`src/hw/rtl/huffman_code_builder_assert.svh`:
```
// Assertion macros shared by the block.
`ifndef HUFFMAN_CODE_BUILDER_ASSERT_SVH
`define HUFFMAN_CODE_BUILDER_ASSERT_SVH
`define HCB_ASSERT_IMPL(lbl, a, c) \
    lbl: assert property (@(posedge i_clk) disable iff (!i_rst_n) (a) |-> (c)) \
        else $error("hcb check failed");
`define HCB_ASSERT_NEXT(lbl, a, c) \
    lbl: assert property (@(posedge i_clk) disable iff (!i_rst_n) (a) |=> (c)) \
        else $error("hcb check failed");
`endif

```
`src/hw/rtl/hcb_ram.sv`:
```
module hcb_ram #(
    parameter int Width = 8,
    parameter int Depth = 64
) (
    input  logic                     i_clk,
    input  logic                     i_we,
    input  logic [$clog2(Depth)-1:0] i_waddr,
    input  logic [Width-1:0]         i_wdata,
    input  logic [$clog2(Depth)-1:0] i_raddr,
    output logic [Width-1:0]         o_rdata
);
    logic [Width-1:0] r_mem [Depth];
    logic [Width-1:0] r_rdata;

    always_ff @(posedge i_clk) begin
        if (i_we) begin
            r_mem[i_waddr] <= i_wdata;
        end
        r_rdata <= r_mem[i_raddr];
    end

    assign o_rdata = r_rdata;
endmodule

```
`config.mk`:
```
export PLATFORM = sky130hd
export DESIGN_NAME = hcb_ram
export DESIGN_NICKNAME = d
export VERILOG_FILES = /design/src/hw/rtl/huffman_code_builder_assert.svh /design/src/hw/rtl/hcb_ram.sv
export SDC_FILE = /design/constraint.sdc
export NUM_CORES = 1
export LEC_CHECK = 0
export BUFFER_PORTS_ARGS = -buffer_cell sky130_fd_sc_hd__buf_2
export CAP_MARGIN = 30
export CORE_MARGIN = 2
export CORE_UTILIZATION = 55
export CTS_CLUSTER_SIZE = 30
export DETAILED_ROUTE_END_ITERATION = 12
export PLACE_DENSITY = 0.74
export RECOVER_POWER = 100
export SYNTH_ARGS = -nofsm -noshare
export SYNTH_HDL_FRONTEND = slang
export SYNTH_SLANG_ARGS = --single-unit
```
`constraint.sdc`:
```
create_clock -name i_clk -period 1.68 [get_ports i_clk]
set_input_delay 0.084 -clock i_clk [delete_from_list [all_inputs] [get_ports i_clk]]
set_output_delay 0.084 -clock i_clk [all_outputs]
set_load 0.03 [all_outputs]
```
==> results summary <==
The run finished, with violations left. The final reports fail on negative setup slack. Leaving out fill and tap cells, the most frequent cell in the layout is edfxtp_1. The fraction of the cycle the final worst path needs is 1.11.

The maximum fanout along the worst path came out at 1. The final number of max-transition violations is 0. The total number of yosys warnings is 0. Setup repair after global routing could not meet its margin everywhere. The number of antenna violations at the first check in global routing was 0. The class of the most critical setup path is flip-flop to flip-flop. The number of DRC markers after the initial detailed-route iteration is about 1400. The worst slew slack as a fraction of its limit came out at 0.0838. The netlist area before placement came out at 20200 sq um. The data required time at the worst endpoint came out at 2.11 ns. The number of buffers added by the clock tree synthesis step is 50.

The share of cells above drive strength 1 came out at 0.272. The post-synthesis sequential element count is 520. By area the synthesized netlist is led by edfxtp_1 (76%), mux4_2 (14%), nor2_1 (1.5%).

In this run the power spent charging and discharging nets is 5.45 mW. The post-detailed-placement half-perimeter wirelength is 29100 microns. The endpoint identified for the worst register-to-register timing path is o_rdata[2]. The maximum resistive drop on vdd is 0.870 mV. The global-route congestion overflow total came out at 0. The total track usage came out at 0.243. The floorplan step defined a core boundary enclosing 36300 sq um.

The overall die area came out at 38200 sq um. Setup violations remaining at the end of the flow were counted as 8. The final sum of negative setup slack is -0.942 ns.

The worst hold path was traced through 4 stages. Counting along the longest clock path gives a buffer depth of 3. The count of cells along the worst register-to-register path is 5. The path with the worst hold slack has its endpoint at r_mem[53][7]. The total number of nets in the final design came out at 1171.

The tree is rooted in a clkbuf_16. STA classifies the critical path startpoint as a flip-flop. The maximum number of pins on one net before global-route repair came out at 65. Clock-pin slew was measured on the worst setup and hold paths at 0.06 ns. The wire length of the first global-routing pass came out at 67300 microns. In the layout the commonest cells are edfxtp_1 (512), mux4_2 (126), clkbuf_1 (115). The average detailed-routed wire length per instance is 27.3 microns. The startpoint identified for the worst register-to-register timing path is r_mem[13][2].

The power per unit of standard cell area came out at 1120 nW/um^2. For this block, the routed nets add up to approximately 45000 microns of wire. The fraction of synthesized cell area taken by the top area cell type is 0.762. The count of unresolved DRC violations after routing is 0. The mean area per synthesized cell came out at 21.5 sq um. The most used flip-flop cell after synthesis is edfxtp_1. The clock latency at the later pin of the worst-skew pair came out at 0.57 ns. The post-synthesis cell type with the largest combined area is edfxtp_1.

The H-tree was split into 2 levels. The post-CTS repair timing setup buffer count came out at 0. The placer congestion estimate is 0.824.

The sort of element at the end of the critical path is a flip-flop. The area growth from synthesis to layout is 15.6%. The minimum setup slack among reg-to-reg paths is -0.18 ns.

The count of max-cap constraint violations is 0. The via count of the first global-routing pass is 10500. The fraction of the core area covered by cells at the end of the flow came out at 0.641. The tightest min-delay check is of the input pin to flip-flop type. The static leakage power came out at 7.38 nW. The worst slack at placement came out at -0.431 ns. The net count after synthesis came out at 962.

The worst setup skew after layout is 0.0195 ns. The initial standard-cell utilization of the core is 0.555. The relative contribution of the clock network to total power came out at 0.390. The number of hold violations in the final report came out at 0. The worst-margin pin slew came out at 1.37 ns. The hold path startpoint is i_waddr[2].

The combinational fraction of design power is 0.059. During I/O placement, the number of pins put on the boundary was 30. The number of placement rows came out at 70. The count of port buffers added during placement is 29. The worst setup slack after layout came out at -0.184 ns. The die span in y is 195 microns. The design draws around 26 mW. The data arrival time of the critical path came out at 2.30 ns.

The first-pass detailed-route iteration total is 5. The TritonCTS clock tree is done. From left edge to right edge, the die measures 195 microns. The sequential fraction of design power came out at 0.551. The number of cells produced by synthesis came out at 940. The routed layout has 10300 vias.

The antenna cell count came out at 0. The internal cell power is a little over 20 mW. The sink count of the clock tree came out at 520. The share of flip-flops with an asynchronous set or reset is 0.

The number of library cell types mapped by synthesis is 40. The detail-routed via count per cell is ~6.2. The instance area at placement is 22100 sq um. The count of flip-flops with a built-in enable after synthesis is ~510. The sequential fraction of the synthesis area came out at 0.770. The number of nets with antenna violations after routing came out at 0.

The finished cells cover approximately 23000 sq um. The switching portion of total power came out at 0.208. The maximum clock rate is 537 MHz. The smallest clock period supported by the final layout is computed as 1.86 ns.
cell type report:
cell class	count	area, sq um
fillers	2396	13000
well taps	468	586
flip-flops and latches	520	15500
clock buffers	66	1330
multi-input cells	369	4430
clock inverters	23	138
repair buffers	208	1290
cell usage after synthesis, drive strengths merged, types with 4 or more instances:
cell type	n
o22ai	8
buf	34
o21ai	4
nor3	7
a211oi	4
clkbuf	17
edfxtp	512
nor2b	14
mux2	13
nand3	13
a221oi	6
nand2b	7
mux2i	23
dfxtp	8
mux4	126
nand2	19
o221ai	8
nor2	83
critical path: stages, from the launching register on:
cell and delay (ns):
edfxtp_1 0.37, mux4_2 0.50, mux4_2 0.57, nor2_4 0.13
nor3_2 0.04, o2bb2ai_1 0.13
sequential cells by signal, indices dropped and copies added (netlist names):
name and flops:
r_mem 512, o_rdata 8
power groups by stage:
| stage | sequential (mW) | combinational (mW) | clock [mW] |
|---|---|---|---|
| 2_1_floorplan | 14.7 | 0.771 | 0 |
| 3_3_place_gp | 14.7 | 1.49 | 0 |
| 3_5_place_dp | 14.7 | 1.55 | 0 |
| 4_1_cts | 14.4 | 1.59 | 10.3 |
| 5_1_grt | 14.4 | 1.64 | 10.8 |
| 6_report | 14.4 | 1.54 | 10.2 |
worst max path at each step:
stage	start	to	slack (ns)
floorplan	i_raddr[0]	o_rdata[3]	0.005
global placement	i_raddr[0]	o_rdata[7]	-0.42
detailed placement	i_raddr[0]	o_rdata[7]	-0.43
CTS	r_mem[12][2]	o_rdata[2]	-0.18
global route	r_mem[15][2]	o_rdata[2]	-0.20
finish	r_mem[13][2]	o_rdata[2]	-0.18
per-layer routing:
layer	wire length [microns]	share of wire	vias to the layer above	GRT usage
met5	0	0	-	0
met4	1650	0.036	0	0.0896
met3	3200	0.071	100	0.0406
met2	22100	0.49	462	0.391
met1	18200	0.40	5397	0.341
li1	-	-	4347	-
cells by family after synthesis:
logic type             synth area share
DFF                               0.770
muxes                             0.159
buffers and inverters            0.0157
and+or+nand+nor                  0.0339
AOI/OAI and AO/OA                0.0207
through the flow:
stage               cells  hold slack [ns]
global placement     1556            0.344
finish               1654            0.136
detailed placement   1560            0.349
floorplan             940            0.183
CTS                  1652           -0.113
global route         1654            0.150
repair_timing:
item,4_1_cts,5_1_grt
setup endpoints to repair,8,8
hold buffers,3,2
resized for setup,16,7
pin swaps,4,2
cloned,0,0
hold endpoints to repair,28,3
No activity file was read; power rests on OpenSTA's default activity.
